File: src/design/tsoa_pkg.sv
`timescale 1ns / 1ps

package tsoa_pkg;

   // Store geometry
   localparam int CAPACITY = 32;
   localparam int ADDR_W   = $clog2(CAPACITY);
   localparam int CNT_W    = $clog2(CAPACITY + 1);
   localparam int POS_W    = CNT_W + 1;
   localparam int DATA_W   = 32;

   localparam logic [CNT_W-1:0] BASE_RESET = CNT_W'(CAPACITY / 3);

   // Request kinds (any other kind behaves as a peek)
   localparam logic [1:0] REQ_PUSH = 2'd0;
   localparam logic [1:0] REQ_POP  = 2'd1;

   // Stack identifiers
   localparam logic [1:0] STACK_LOW  = 2'd0;
   localparam logic [1:0] STACK_MID  = 2'd1;
   localparam logic [1:0] STACK_HIGH = 2'd2;
   localparam logic [1:0] STACK_BAD  = 2'd3;

   // Status codes
   localparam logic [1:0] ST_OK     = 2'd0;
   localparam logic [1:0] ST_FULL   = 2'd1;
   localparam logic [1:0] ST_EMPTY  = 2'd2;
   localparam logic [1:0] ST_BAD_ID = 2'd3;

   typedef struct packed {
      logic [1:0]               req_type;
      logic [1:0]               stack_id;
      logic signed [DATA_W-1:0] push_value;
   } req_item_type;

   typedef struct packed {
      logic signed [DATA_W-1:0] value;
      logic [1:0]               status;
   } rsp_item_type;

   typedef struct packed {
      logic              wr_en;
      logic [ADDR_W-1:0] wr_addr;
      logic [DATA_W-1:0] wr_data;
      logic              rd_en;
      logic [ADDR_W-1:0] rd_addr;
   } ram_cmd_type;

   // Clamp a position onto the last entry of the store
   function automatic logic [ADDR_W-1:0] slot(input logic [POS_W-1:0] pos);
      if (pos < POS_W'(CAPACITY)) begin
         return pos[ADDR_W-1:0];
      end
      return ADDR_W'(CAPACITY - 1);
   endfunction

endpackage

File: src/design/three_stacks_one_array.sv
`timescale 1ns / 1ps

// Three LIFO stacks sharing one 32-bit store of CAPACITY entries.
// Stack 0 grows up from entry 0, stack 1 up from a movable base, stack 2
// down from the last entry.
// req_*: one transaction is a push, pop or peek on one stack (valid/ready).
// rsp_*: exactly one result per request, value and status (valid/ready),
// in request order.
// Requests are handled one at a time: a new request is taken only once the
// controller is back in idle. Pops, peeks and pushes that need no slide go
// through EXEC, then READ_WAIT or PUSH_WR, then DONE; errors (bad id, full
// store, empty stack) go from EXEC straight to DONE. A push that slides the
// middle stack first moves each of its entries: each entry is read and then
// written back through the store, one entry at a time.
// Reset clears the three counts and puts the middle base at CAPACITY/3.
// The store contents are left as they are and need no clearing pass.
// When the receiver stalls, the result waits in the output register; the
// next request is still accepted and worked on, and its result waits in the
// controller until the output register frees up.
module three_stacks_one_array (
   input  logic                     clock,
   input  logic                     reset,
   input  logic                     req_valid,
   output logic                     req_ready,
   input  tsoa_pkg::req_item_type   req_data,
   output logic                     rsp_valid,
   input  logic                     rsp_ready,
   output tsoa_pkg::rsp_item_type   rsp_data
);
   import tsoa_pkg::*;

   logic              res_valid;
   logic              res_ready;
   rsp_item_type      res_data;
   ram_cmd_type       ram_cmd;
   logic [DATA_W-1:0] ram_rd_data;

   logic         rsp_valid_ff, rsp_valid_in;
   rsp_item_type rsp_data_ff, rsp_data_in;

   tsoa_ctrl u_ctrl (
      .clock       (clock),
      .reset       (reset),
      .req_valid   (req_valid),
      .req_ready   (req_ready),
      .req_data    (req_data),
      .res_valid   (res_valid),
      .res_ready   (res_ready),
      .res_data    (res_data),
      .ram_cmd     (ram_cmd),
      .ram_rd_data (ram_rd_data)
   );

   tsoa_ram u_ram (
      .clock   (clock),
      .cmd     (ram_cmd),
      .rd_data (ram_rd_data)
   );

   // Load the output register when empty or being drained
   assign res_ready = !rsp_valid_ff || rsp_ready;

   always_comb begin
      rsp_valid_in = rsp_valid_ff;
      rsp_data_in  = rsp_data_ff;
      if (res_ready) begin
         rsp_valid_in = res_valid;
         if (res_valid) begin
            rsp_data_in = res_data;
         end
      end
   end

   always_ff @(posedge clock) begin
      if (reset) begin
         rsp_valid_ff <= 1'b0;
      end else begin
         rsp_valid_ff <= rsp_valid_in;
      end
      rsp_data_ff <= rsp_data_in;
   end

   assign rsp_valid = rsp_valid_ff;
   assign rsp_data  = rsp_data_ff;

`ifndef SYNTHESIS
   // One request at a time: acceptance closes the request side
   a_busy_after_accept: assert property (@(posedge clock) disable iff (reset)
      req_valid && req_ready |=> !req_ready)
      else $error("request accepted while a transaction was in progress");

   // A finished result reaches the output on the next cycle
   a_result_lands: assert property (@(posedge clock) disable iff (reset)
      res_valid && res_ready |=> rsp_valid)
      else $error("finished result lost before the output register");

   // Error results carry a zero value
   a_error_zero: assert property (@(posedge clock) disable iff (reset)
      rsp_valid && rsp_data.status != ST_OK |-> rsp_data.value == '0)
      else $error("error result with a non-zero value");
`endif

endmodule

File: src/design/tsoa_ram.sv
`timescale 1ns / 1ps

module tsoa_ram (
   input  logic                          clock,
   input  tsoa_pkg::ram_cmd_type         cmd,
   output logic [tsoa_pkg::DATA_W-1:0]   rd_data
);
   import tsoa_pkg::*;

   logic [DATA_W-1:0] mem [CAPACITY];
   logic [DATA_W-1:0] rd_data_ff;

   // Write one entry, read one entry with registered data
   always_ff @(posedge clock) begin
      if (cmd.wr_en) begin
         mem[cmd.wr_addr] <= cmd.wr_data;
      end
      if (cmd.rd_en) begin
         rd_data_ff <= mem[cmd.rd_addr];
      end
   end

   assign rd_data = rd_data_ff;

endmodule

File: src/design/tsoa_ctrl.sv
`timescale 1ns / 1ps

module tsoa_ctrl (
   input  logic                          clock,
   input  logic                          reset,
   input  logic                          req_valid,
   output logic                          req_ready,
   input  tsoa_pkg::req_item_type        req_data,
   output logic                          res_valid,
   input  logic                          res_ready,
   output tsoa_pkg::rsp_item_type        res_data,
   output tsoa_pkg::ram_cmd_type         ram_cmd,
   input  logic [tsoa_pkg::DATA_W-1:0]   ram_rd_data
);
   import tsoa_pkg::*;

   typedef enum logic [2:0] {
      S_IDLE,
      S_EXEC,
      S_SLIDE_RD,
      S_SLIDE_WR,
      S_PUSH_WR,
      S_READ_WAIT,
      S_DONE
   } state_type;

   state_type                state_ff, state_in;
   req_item_type             req_ff, req_in;
   logic [CNT_W-1:0]         cnt_ff [3];
   logic [CNT_W-1:0]         cnt_in [3];
   logic [CNT_W-1:0]         base_ff, base_in;
   logic [CNT_W-1:0]         idx_ff, idx_in;
   logic                     fwd_ff, fwd_in;
   logic signed [DATA_W-1:0] value_ff, value_in;
   logic [1:0]               status_ff, status_in;

   logic [CNT_W-1:0] cur_cnt;
   logic [CNT_W+1:0] total;
   logic [CNT_W+1:0] mid_end;
   logic [POS_W-1:0] top_pos;
   logic [POS_W-1:0] push_pos;
   logic [POS_W-1:0] rd_pos;
   logic [POS_W-1:0] wr_pos;
   logic             slide_done;

   // Select the count of the addressed stack
   always_comb begin
      case (req_ff.stack_id)
         STACK_LOW: cur_cnt = cnt_ff[0];
         STACK_MID: cur_cnt = cnt_ff[1];
         default:   cur_cnt = cnt_ff[2];
      endcase
   end

   // Fill levels and positions of the tops
   assign total   = (CNT_W+2)'(cnt_ff[0]) + (CNT_W+2)'(cnt_ff[1]) + (CNT_W+2)'(cnt_ff[2]);
   assign mid_end = (CNT_W+2)'(base_ff) + (CNT_W+2)'(cnt_ff[1]) + (CNT_W+2)'(cnt_ff[2]);

   always_comb begin
      case (req_ff.stack_id)
         STACK_LOW: begin
            top_pos  = POS_W'(cnt_ff[0]) - POS_W'(1);
            push_pos = POS_W'(cnt_ff[0]);
         end
         STACK_MID: begin
            top_pos  = POS_W'(base_ff) + POS_W'(cnt_ff[1]) - POS_W'(1);
            push_pos = POS_W'(base_ff) + POS_W'(cnt_ff[1]);
         end
         default: begin
            top_pos  = POS_W'(CAPACITY) - POS_W'(cnt_ff[2]);
            push_pos = POS_W'(CAPACITY) - POS_W'(cnt_ff[2]) - POS_W'(1);
         end
      endcase
   end

   // Source and target of one slide move
   always_comb begin
      if (fwd_ff) begin
         rd_pos     = POS_W'(base_ff) + POS_W'(idx_ff) - POS_W'(1);
         wr_pos     = POS_W'(base_ff) + POS_W'(idx_ff);
         slide_done = (idx_ff == '0);
      end else begin
         rd_pos     = POS_W'(base_ff) + POS_W'(idx_ff);
         wr_pos     = POS_W'(base_ff) + POS_W'(idx_ff) - POS_W'(1);
         slide_done = (idx_ff == cnt_ff[1]);
      end
   end

   // Sequence one transaction through the store
   always_comb begin
      state_in  = state_ff;
      req_in    = req_ff;
      cnt_in    = cnt_ff;
      base_in   = base_ff;
      idx_in    = idx_ff;
      fwd_in    = fwd_ff;
      value_in  = value_ff;
      status_in = status_ff;
      ram_cmd   = '0;

      unique case (state_ff)
         S_IDLE: begin
            if (req_valid) begin
               req_in   = req_data;
               state_in = S_EXEC;
            end
         end
         S_EXEC: begin
            value_in  = '0;
            status_in = ST_OK;
            if (req_ff.stack_id == STACK_BAD) begin
               status_in = ST_BAD_ID;
               state_in  = S_DONE;
            end else if (req_ff.req_type == REQ_PUSH) begin
               if (total >= (CNT_W+2)'(CAPACITY)) begin
                  status_in = ST_FULL;
                  state_in  = S_DONE;
               end else if (req_ff.stack_id == STACK_LOW && cnt_ff[0] == base_ff) begin
                  fwd_in   = 1'b1;
                  idx_in   = cnt_ff[1];
                  state_in = S_SLIDE_RD;
               end else if (req_ff.stack_id != STACK_LOW &&
                            mid_end == (CNT_W+2)'(CAPACITY) && base_ff != '0) begin
                  fwd_in   = 1'b0;
                  idx_in   = '0;
                  state_in = S_SLIDE_RD;
               end else begin
                  state_in = S_PUSH_WR;
               end
            end else if (cur_cnt == '0) begin
               status_in = ST_EMPTY;
               state_in  = S_DONE;
            end else begin
               ram_cmd.rd_en   = 1'b1;
               ram_cmd.rd_addr = slot(top_pos);
               state_in        = S_READ_WAIT;
            end
         end
         S_SLIDE_RD: begin
            if (slide_done) begin
               if (fwd_ff) begin
                  if (base_ff < CNT_W'(CAPACITY)) begin
                     base_in = base_ff + CNT_W'(1);
                  end
               end else begin
                  base_in = base_ff - CNT_W'(1);
               end
               state_in = S_PUSH_WR;
            end else begin
               ram_cmd.rd_en   = 1'b1;
               ram_cmd.rd_addr = slot(rd_pos);
               state_in        = S_SLIDE_WR;
            end
         end
         S_SLIDE_WR: begin
            ram_cmd.wr_en   = 1'b1;
            ram_cmd.wr_addr = slot(wr_pos);
            ram_cmd.wr_data = ram_rd_data;
            idx_in          = fwd_ff ? idx_ff - CNT_W'(1) : idx_ff + CNT_W'(1);
            state_in        = S_SLIDE_RD;
         end
         S_PUSH_WR: begin
            ram_cmd.wr_en   = 1'b1;
            ram_cmd.wr_addr = slot(push_pos);
            ram_cmd.wr_data = req_ff.push_value;
            for (int k = 0; k < 3; k++) begin
               if (req_ff.stack_id == 2'(k)) begin
                  cnt_in[k] = cnt_ff[k] + CNT_W'(1);
               end
            end
            state_in = S_DONE;
         end
         S_READ_WAIT: begin
            value_in = $signed(ram_rd_data);
            if (req_ff.req_type == REQ_POP) begin
               for (int k = 0; k < 3; k++) begin
                  if (req_ff.stack_id == 2'(k)) begin
                     cnt_in[k] = cnt_ff[k] - CNT_W'(1);
                  end
               end
            end
            state_in = S_DONE;
         end
         S_DONE: begin
            if (res_ready) begin
               state_in = S_IDLE;
            end
         end
         default: state_in = S_IDLE;
      endcase
   end

   // Hold state, request, counts, middle base, slide index and the result
   always_ff @(posedge clock) begin
      if (reset) begin
         state_ff <= S_IDLE;
         cnt_ff   <= '{default: '0};
         base_ff  <= BASE_RESET;
         idx_ff   <= '0;
         fwd_ff   <= 1'b0;
      end else begin
         state_ff <= state_in;
         cnt_ff   <= cnt_in;
         base_ff  <= base_in;
         idx_ff   <= idx_in;
         fwd_ff   <= fwd_in;
      end
      req_ff    <= req_in;
      value_ff  <= value_in;
      status_ff <= status_in;
   end

   assign req_ready       = (state_ff == S_IDLE);
   assign res_valid       = (state_ff == S_DONE);
   assign res_data.value  = value_ff;
   assign res_data.status = status_ff;

endmodule
File: config.mk
export PLATFORM = sky130hd
export DESIGN_NAME = three_stacks_one_array
export DESIGN_NICKNAME = d
export VERILOG_FILES = /design/src/design/tsoa_pkg.sv /design/src/design/three_stacks_one_array.sv /design/src/design/tsoa_ram.sv /design/src/design/tsoa_ctrl.sv
export SDC_FILE = /design/constraint.sdc
export NUM_CORES = 1
export LEC_CHECK = 0
export BUFFER_PORTS_ARGS = -buffer_cell sky130_fd_sc_hd__buf_2
export CORE_AREA = 2 2 303 305
export DETAILED_ROUTE_END_ITERATION = 8
export DIE_AREA = 0 0 305 307
export PLACE_DENSITY = 0.74
export SLEW_MARGIN = 10
export SYNTH_ARGS = -nofsm -noshare
export SYNTH_HDL_FRONTEND = slang
export SYNTH_SLANG_ARGS = --single-unit
File: constraint.sdc
create_clock -name clock -period 4.6 [get_ports clock]
set_input_delay 0.69 -clock clock [delete_from_list [all_inputs] [get_ports clock]]
set_output_delay 0.69 -clock clock [all_outputs]
set_load 0.03 [all_outputs]
==> flow_results.org, run 1 <==
** Power and ir drop
- Pwr dens :: 538 nW/um^2
- Of the total power, the clock network draws 30.2%.
- Switching pwr :: 0.00967 W
- After layout, the design draws a total of 0.0311 W.
- The analysis attributes to cell leakage a power of 21.0 nW.
- Sequential power share :: 44.6%
- Cell internal power was estimated by the tool at 0.0214 W.
- Switching power share of the total :: 31.1%
- IR analysis of the VDD net gives a maximum drop of 419 uV.
- Comb pwr share :: 25.2%

** Routing
- The first TritonRoute pass finished after 6 iterations.
- For this block, the routed nets add up to 140 mm of wire.
- In this run the remaining antenna-violating nets after routing total 0.
- In this run, the number of DRC markers left after iteration 0 of detailed routing was 5239.
- Dividing the detail-routed via count by the number of cells gives 6.40.
- The detailed router placed 32.8k vias in this run.
- In the final routed layout, each cell accounts on average for 27.4 microns.
- For this run, design rule violations remaining after detail routing come to 0.

** STA
- Peak clock frequency supported by timing :: 222 MHz
- On the final layout, the worst clock skew is 24.6 ps.
- Share of the clock period used by the worst path :: 97.9%
- The worst pin sits at a relative slew slack of 20.8%.
- The number of hold violations in the final report came to 0.
- Slew at the pin closest to its max-slew limit :: 1190 ps
- Max Transition Viols Final :: 0
- The worst path in the final design needs a cycle of 4510 ps, including I/O delays and setup.
- Final setup viols :: 0
- PnR worst setup slack :: 94.7 ps

** Die
- Area of the core region :: 90700 sq um
- Initial standard-cell utilization of the core :: 54.5%
- Area of the die :: 93600 sq um
- Die X-Extent :: 305 microns
- The initialized floorplan defines 111 standard-cell rows.
- For this design the top-level I/O count stands at 76.
- The floorplan step set the die height to 307 microns.

** Hold path
- The min-delay analysis places its worst path in the category in2reg.

** Clock tree
- Htree depth :: 3
- After clock tree synthesis, the clock-pin slew on the worst setup and hold paths is 60 ps.
- TritonCTS built the clock tree.
- At the later pin of the worst-skew pair, clock insertion delay measures 700 ps.
- The longest clock path from root to sink contains 3 buffers.
- The root buffer cell chosen for the clock tree is clkbuf_16.
- Post-cts hold buffer count :: 0
- In this run, CTS created clock tree buffers numbering 113.
- Clock tree synthesis found a total of 1195 sinks.

** Global routing
- Global routing consumed, on the met2 layer, 45.5% of the routing resources.
- In this run the most used layer during global routing was met2.
- Via count of the first global-routing pass :: 31.3k
- Met1 Resource Use GR :: 40.4%
- Global routing used 29.2% of the available tracks across all layers.
- The number of antenna violations at the first check in global routing was 7.
- Overflow after GRT :: 0
- Met3 GRT Util :: 6.60%
- The first global-routing pass estimated 202 mm of wire.
- Entering global routing, the biggest net connects 85 pins.

** Yosys
- Syn avg cell area :: 13.7 sq um
- For this run, the register share of the synthesized area comes to 71.9%.
- After synthesis, the cell types taking the most area are edfxtp_1 70%, nand2_1 6.2%, a21oi_1 3.8%, mux2i_1 2.9%, dfxtp_1 1.4%.
- FFs w/ async S/R, synth :: 0%
- Number of warnings reported in the yosys synthesis log :: 0
- Cell type with the largest total area after synthesis :: edfxtp_1
- Post-synthesis instance total :: 3608
- The mapped netlist covers 49400 sq um.
- Synthesis inferred 1195 register bits.
- The most used flip-flop cell after synthesis is edfxtp_1.
- EDFF count, synth :: 1160
- Synthesis instantiated 89 different standard cells from the library.
- Number of nets in the synthesized netlist :: 3713
- Fraction of post-synthesis cell area in the top cell type by area :: 70.5%

** Final layout
- The net count of the finished layout is 3954.
- Count of antenna diodes in the layout :: 0
- From synthesis to final layout, the design area changed by 16.8%.
- Leading cell types in the layout, fill and taps excluded :: 1160 x edfxtp_1, 812 x nand2_1, 374 x a21oi_1
- Most common cell after layout, fill and taps aside :: edfxtp_1
- Cells with a size suffix above 1 make up 15.6% of the layout.
- The finished layout holds 5127 standard cells, fillers aside.

** Worst setup path
- STA classifies the critical path startpoint as a flop.
- Buf+Inv Stages, Crit Path :: 3
- Worst-path cell with the longest stage delay :: a2111oi_0
- By instance count, the cell type seen most on the critical path is buf_4.
- STA classifies the critical path endpoint as a flop.
- Maximum single-stage delay on the critical path :: 480 ps
- Required time at the worst-slack endpoint :: 5030 ps
- In this design, the largest share of critical-path delay is due to compound AO/OA/AOI/OAI gates.
- The worst setup path is of the reg2reg kind.
- Data on the critical path arrives at its endpoint at 4940 ps.
- Ordered cell list for the critical path :: ha_1 -> fa_1 -> a211oi_4 -> o21bai_1 -> a221o_1 -> o211a_1 -> o211ai_1 -> a2bb2oi_4 -> buf_4 -> clkbuf_16 -> a21oi_1 -> a221oi_1 -> a2111oi_0 -> buf_4 -> a22oi_1
- Along the worst path, the maximum fanout reaches 31.

** Placed design
- Total half-perimeter wirelength after legalization and detailed placement :: 79.6 mm
- Routability congestion estimate :: 0.873
- Placed cells :: 4907
- Number of input and output port buffers inserted :: 75
- Placement-stage worst setup slack :: -361 ps

** Run status
- The run finished with clean final reports.

** Flow run
- Maximum capacitance violations :: 0
[sequential cells by signal (all words and copies together), names as in the netlist]
signal and count:
u_ram.mem 1024, u_ctrl.req_ff 36, rsp_data 34, u_ctrl.value_ff 32
u_ram.rd_data 32, u_ctrl.cnt_ff 18, u_ctrl.base_ff 6, u_ctrl.idx_ff 6
u_ctrl.state_ff 3, u_ctrl.status_ff 2, rsp_valid 1, u_ctrl.fwd_ff 1
[synth_stat cells (35+ instances only)]
cell type and n:
edfxtp_1 1160, nand2_1 813, a21oi_1 375, mux2i_1 144, clkbuf_1 108, nor2_1 108
nor3_1 81, nor4_1 78, buf_2 73, a221oi_1 62, a2111oi_0 61, ha_1 55
xnor2_1 48, dfxtp_1 35
[power by group through the flow]
| stage | Combinational [W] | Clock [W] | Sequential [W] |
|---|---|---|---|
| floorplan | 0.00422 | 0 | 0.0139 |
| detailed placement | 0.00716 | 0 | 0.0141 |
| global route | 0.00829 | 0.00986 | 0.0139 |
| finish | 0.00784 | 0.00939 | 0.0139 |
| CTS | 0.00735 | 0.00944 | 0.0138 |
| global placement | 0.00703 | 0 | 0.0140 |
[per-stage QoR]
stage	utilization [%]	area, sq um	hold WS, ps	setup TNS, ps
after floorplan	-	49400	400	-172920
final	63.7	57700	161	0
after CTS	63.3	57400	134	0
after global placement	59.1	53600	401	-617
after global routing	63.7	57700	145	-71.0
after detailed placement	59.1	53600	405	-1450
[kinds of logic (layout without fill, tap and decap cells)]
group | Yosys count | after routing | share of synthesized area, %
xor gates and xnor gates | 66 | 66 | 1.18
DFF | 1195 | 1195 | 71.9
muxes | 146 | 146 | 2.96
and+or+nand+nor | 1183 | 1183 | 10.2
adders and majority gates | 65 | 65 | 1.80
AOI/OAI and AO/OA | 715 | 715 | 9.73
buffers and inverters | 238 | 571 | 2.24
[layout make-up]
cell class                 count  area, sq um
timing repair buffer         335         3530
inverter                      29          109
fill                        6318        32900
tap                         1186         1480
clock inverter                70          768
sequential                  1195        35500
clock buffer                 137         2940
multi-input combinational   2175        13400
[per-layer routing]
metal	wire (microns)	vias up
li1	-	14100
met5	0	-
met3	17500	390
met4	5630	0
met2	64500	2213
met1	52800	16100
[path summary, 6_finish.rpt]
check                                                      start  slack [ps]  cells after the start                     endpoint
worst max-delay path              u_ctrl.base_ff[0]$_SDFFE_PP0P_          90                     15  u_ram.rd_data[22]$_DFFE_PP_
worst min register to register  u_ctrl.value_ff[6]$_SDFFCE_PN0P_         420                      0        rsp_data[8]$_DFFE_PP_
worst min-delay path                                 req_data[9]         160                      1   u_ctrl.req_ff[9]$_DFFE_PP_
worst max register to register    u_ctrl.base_ff[0]$_SDFFE_PP0P_          90                     15  u_ram.rd_data[22]$_DFFE_PP_
[what timing repair did]
action                                 CTS  global route
buffers inserted                         1             7
endpoints found under the hold margin    0             0
setup endpoints to repair               21           317
pin swaps                                1             5
resized for setup                       33            46
gates cloned                             0             5
Note: power is estimated with default switching activity, not from simulation.
==> run 2: changes to the inputs <==
--- a/config.mk
+++ b/config.mk
@@ -6,10 +6,9 @@
 export NUM_CORES = 1
 export LEC_CHECK = 0
 export BUFFER_PORTS_ARGS = -buffer_cell sky130_fd_sc_hd__buf_2
-export CORE_AREA = 2 2 303 305
+export CORE_AREA = 2 2 364 366
 export DETAILED_ROUTE_END_ITERATION = 8
-export DIE_AREA = 0 0 305 307
-export PLACE_DENSITY = 0.74
+export DIE_AREA = 0 0 366 368
 export SLEW_MARGIN = 10
 export SYNTH_ARGS = -nofsm -noshare
 export SYNTH_HDL_FRONTEND = slang
==> flow_results.org, run 2 (synthesis results as in run 1) <==
** STA
- The final cycle utilization of the critical path came to 97.5% (was 97.9%).
- Post-layout min period :: 4480 ps (was 4510 ps)
- Final clock skew :: 54.7 ps (was 24.6 ps)
- Hold violation count in the final report :: 0 (unchanged)
- The maximum achievable frequency is 223 MHz (was 222 MHz).
- Worst relative slew slack :: 17.5% (was 20.8%)
- The number of setup violations in the final report is 0 (unchanged).
- Max Transition Viols Final :: 0 (unchanged)
- The minimum hold slack came to 118 ps (was 161 ps).
- Slew at the pin closest to its max-slew limit :: 1240 ps (was 1190 ps)

** Die
- The initial core utilization is 37.8% (was 54.5%).
- Area of the core region :: 131000 sq um (was 90700 sq um)
- The number of top-level design ports was 76 (unchanged).
- The height of the chip was 368 microns (was 307 microns).
- Row count :: 133 (was 111)
- The x dimension of the die was 366 microns (was 305 microns).
- Area of the die :: 135000 sq um (was 93600 sq um)

** Clock tree
- The clock tree from TritonCTS is built (unchanged).
- Htree depth :: 3 (unchanged)
- CTS root buffer :: clkbuf_16 (unchanged)
- Post-cts hold buffer count :: 0 (unchanged)
- Clock insertion delay at the later pin of the skew report :: 770 ps (was 700 ps)
- The number of buffers on the longest clock path came to 3 (unchanged).
- The clock buffer count from CTS came to 114 (was 113).
- The count of clock tree sinks came to 1195 (unchanged).
- Clock-pin slew of the registers on the worst-case setup and hold paths :: 60 ps (about the same)

** Power and ir drop
- Pwr dens :: 535 nW/um^2 (was 538 nW/um^2)
- Maximum vdd drop :: 503 uV (was 419 uV)
- Comb pwr share :: 25.6% (was 25.2%)
- Cell-internal power :: 0.0217 W (was 0.0214 W)
- The leakage power figure came to 21.3 nW (was 21.0 nW).
- Switching power share of the total :: 31.6% (was 31.1%)
- Overall Power :: 0.0317 W (was 0.0311 W)
- The power dissipated by switching net loads came to 0.0100 W (was 0.00967 W).
- The relative contribution of sequential cells to total power came to 43.9% (was 44.6%).
- Proportion of power drawn by the clock network :: 30.5% (was 30.2%)

** Global routing
- Wire length of the first global-routing pass :: 209 mm (was 202 mm)
- Antenna violations before repair :: 5 (was 7)
- The global-route congestion overflow total was 0 (unchanged).
- The overall routing resource usage is 20.9% (was 29.2%).
- Pin count of the biggest net entering global routing :: 81 (was 85)
- The via count of the first global-routing pass is 30.5k (was 31.3k).

** Final layout
- Share of final-layout standard cells stronger than drive strength 1 :: 17.8% (was 15.6%)
- Register containing the most flip-flops in the final layout :: u_ram.mem (unchanged)
- The number of antenna cells inserted is 0 (unchanged).
- Leading cell types in the layout, fill and taps excluded: 1160 x edfxtp_1, 812 x nand2_1, 374 x a21oi_1 (unchanged).
- Area delta synth->final :: 19.7% (was 16.8%)
- Max reg flops :: 1024 (unchanged)
- The number of inserted filler cells in the final layout came to 11.6k (was 6318).
- The cell area after layout is 59200 sq um (was 57700 sq um).
- Most common cell after layout, fill and taps aside :: edfxtp_1 (unchanged)
- The number of nets in the finished design is 4032 (was 3954).

** Placed design
- Total half-perimeter wirelength after legalization and detailed placement :: 84.9 mm (was 79.6 mm)
- Number of input and output port buffers inserted :: 75 (unchanged)
- Routability congestion estimate :: 0.848 (was 0.873)
- Area after detailed placement :: 54900 sq um (was 53600 sq um)

** Flow run
- Maximum capacitance violations :: 0 (unchanged)

** Run status
- Outcome :: finished, final reports clean (unchanged)

** Worst setup path
- The element type at the critical path start is a flop (unchanged).
- Critical path capture point type :: flop (unchanged)
- The cell with the biggest individual delay on the critical path was fa_2 (was a2111oi_0).
- Required time at the worst-slack endpoint :: 5080 ps (was 5030 ps)
- The peak per-stage delay on the critical path was 450 ps (was 480 ps).
- The largest driver fanout on the critical path is 12 (was 31).
- Buf+Inv Stages, Crit Path :: 3 (unchanged)
- Startpoint-to-endpoint class of the critical path :: reg2reg (unchanged)
- Critical Path AT :: 4960 ps (was 4940 ps)
- The category of cells accounting for the largest share of critical-path delay was compound AO/OA/AOI/OAI gates (unchanged).
- Ordered cell list for the critical path :: ha_2 -> fa_2 -> a21oi_1 -> ha_1 -> nor2b_1 -> a22oi_2 -> or3_1 -> o32ai_1 -> o221ai_2 -> o221a_4 -> o2111ai_4 -> buf_4 -> clkbuf_16 -> a21oi_1 -> nor4_1 -> buf_4 -> a22oi_1 (was ha_1 -> fa_1 -> a211oi_4 -> o21bai_1 -> a221o_1 -> o211a_1 -> o211ai_1 -> a2bb2oi_4 -> buf_4 -> clkbuf_16 -> a21oi_1 -> a221oi_1 -> a2111oi_0 -> buf_4 -> a22oi_1)

** Hold path
- Kind of path behind the tightest hold check :: in2reg (unchanged)

** Routing
- Via-to-Cell Ratio :: 5.56 (was 6.40)
- Detail-routed net length per standard cell :: 25.2 microns (was 27.4 microns)
- The initial DRC count came to 4242 (was 5239).
- Number of antenna-violating nets in the routed design :: 0 (unchanged)
- The post-detailed-route DRC marker count is 0 (unchanged).
- The length of the first detailed-routing pass in iterations came to 6 (unchanged).
- The detailed-route wire length came to 146 mm (was 140 mm).
- The routed via count is 32.2k (was 32.8k).
-- run 2: changes by cell type in the layout (fill, tap and decap cells not counted), sizes merged --
cell      change
clkbuf        +4
buf          +79
bufinv        -1
clkinvlp      +5
-- run 2: power groups by stage --
stage | clock (W) | sequential [W] | combinational (W)
floorplan | 0 | 0.0139 | 0.00422
global placement | 0 | 0.0141 | 0.00759
detailed placement | 0 | 0.0141 | 0.00767
CTS | 0.00978 | 0.0139 | 0.00782
global route | 0.0102 | 0.0139 | 0.00869
finish | 0.00966 | 0.0139 | 0.00811
-- run 2: final cells by class --
cell class                 count  area, sq um  area share, %
clock buffer                 143         2990           5.06
clock inverter                74          855           1.44
inverter                      29          109          0.184
multi-input combinational   2175        13400           22.7
sequential                  1195        35500           60.1
tap                         1755         2200           3.71
timing repair buffer         412         4060           6.86
-- run 2: worst paths after layout --
check                                   startpoint                           to  slack, ps  cells after the start
hold reg to reg   u_ctrl.value_ff[6]$_SDFFCE_PN0P_        rsp_data[8]$_DFFE_PP_        420                      0
setup reg to reg    u_ctrl.base_ff[0]$_SDFFE_PP0P_   u_ram.rd_data[9]$_DFFE_PP_        120                     17
setup / recovery    u_ctrl.base_ff[0]$_SDFFE_PP0P_   u_ram.rd_data[9]$_DFFE_PP_        120                     17
hold / removal                        req_data[19]  u_ctrl.req_ff[19]$_DFFE_PP_        120                      1
-- run 2: worst register-to-register path, delay by kind of cell, from the launching register on --
| family | cells | cell delay (ps) |
|---|---|---|
| fa+ha+maj | 3 | 870 |
| buf+inv | 3 | 590 |
| simple gates | 3 | 840 |
| compound gates | 8 | 1540 |
| flops | 1 | 370 |
-- run 2: per-stage QoR --
step	setup TNS, ps	utilization (%)	instances	worst slack, ps
global route	-46.3	45.2	5783	-24.0
floorplan	-172920	-	3608	-256
finish	0	45.2	5783	117
detailed placement	-3010	42.0	5557	-315
CTS	0	45.0	5774	14.1
global placement	-1610	42.0	5557	-311
-- run 2: repair_timing --
item / CTS / global route
setup buffers: 0 / 6
pin swaps: 0 / 7
setup endpoints to repair: 20 / 77
cloned: 0 / 3
gates resized for setup: 42 / 49
-- run 2: metal layers --
layer / part of all wire [%] / track usage [%] / vias up
li1: - / - / 14300
met1: 44 / 31.0 / 16000
met2: 44 / 31.0 / 1586
met3: 9.8 / 4.60 / 240
met4: 2.6 / 5.69 / 0
met5: 0 / 0 / -
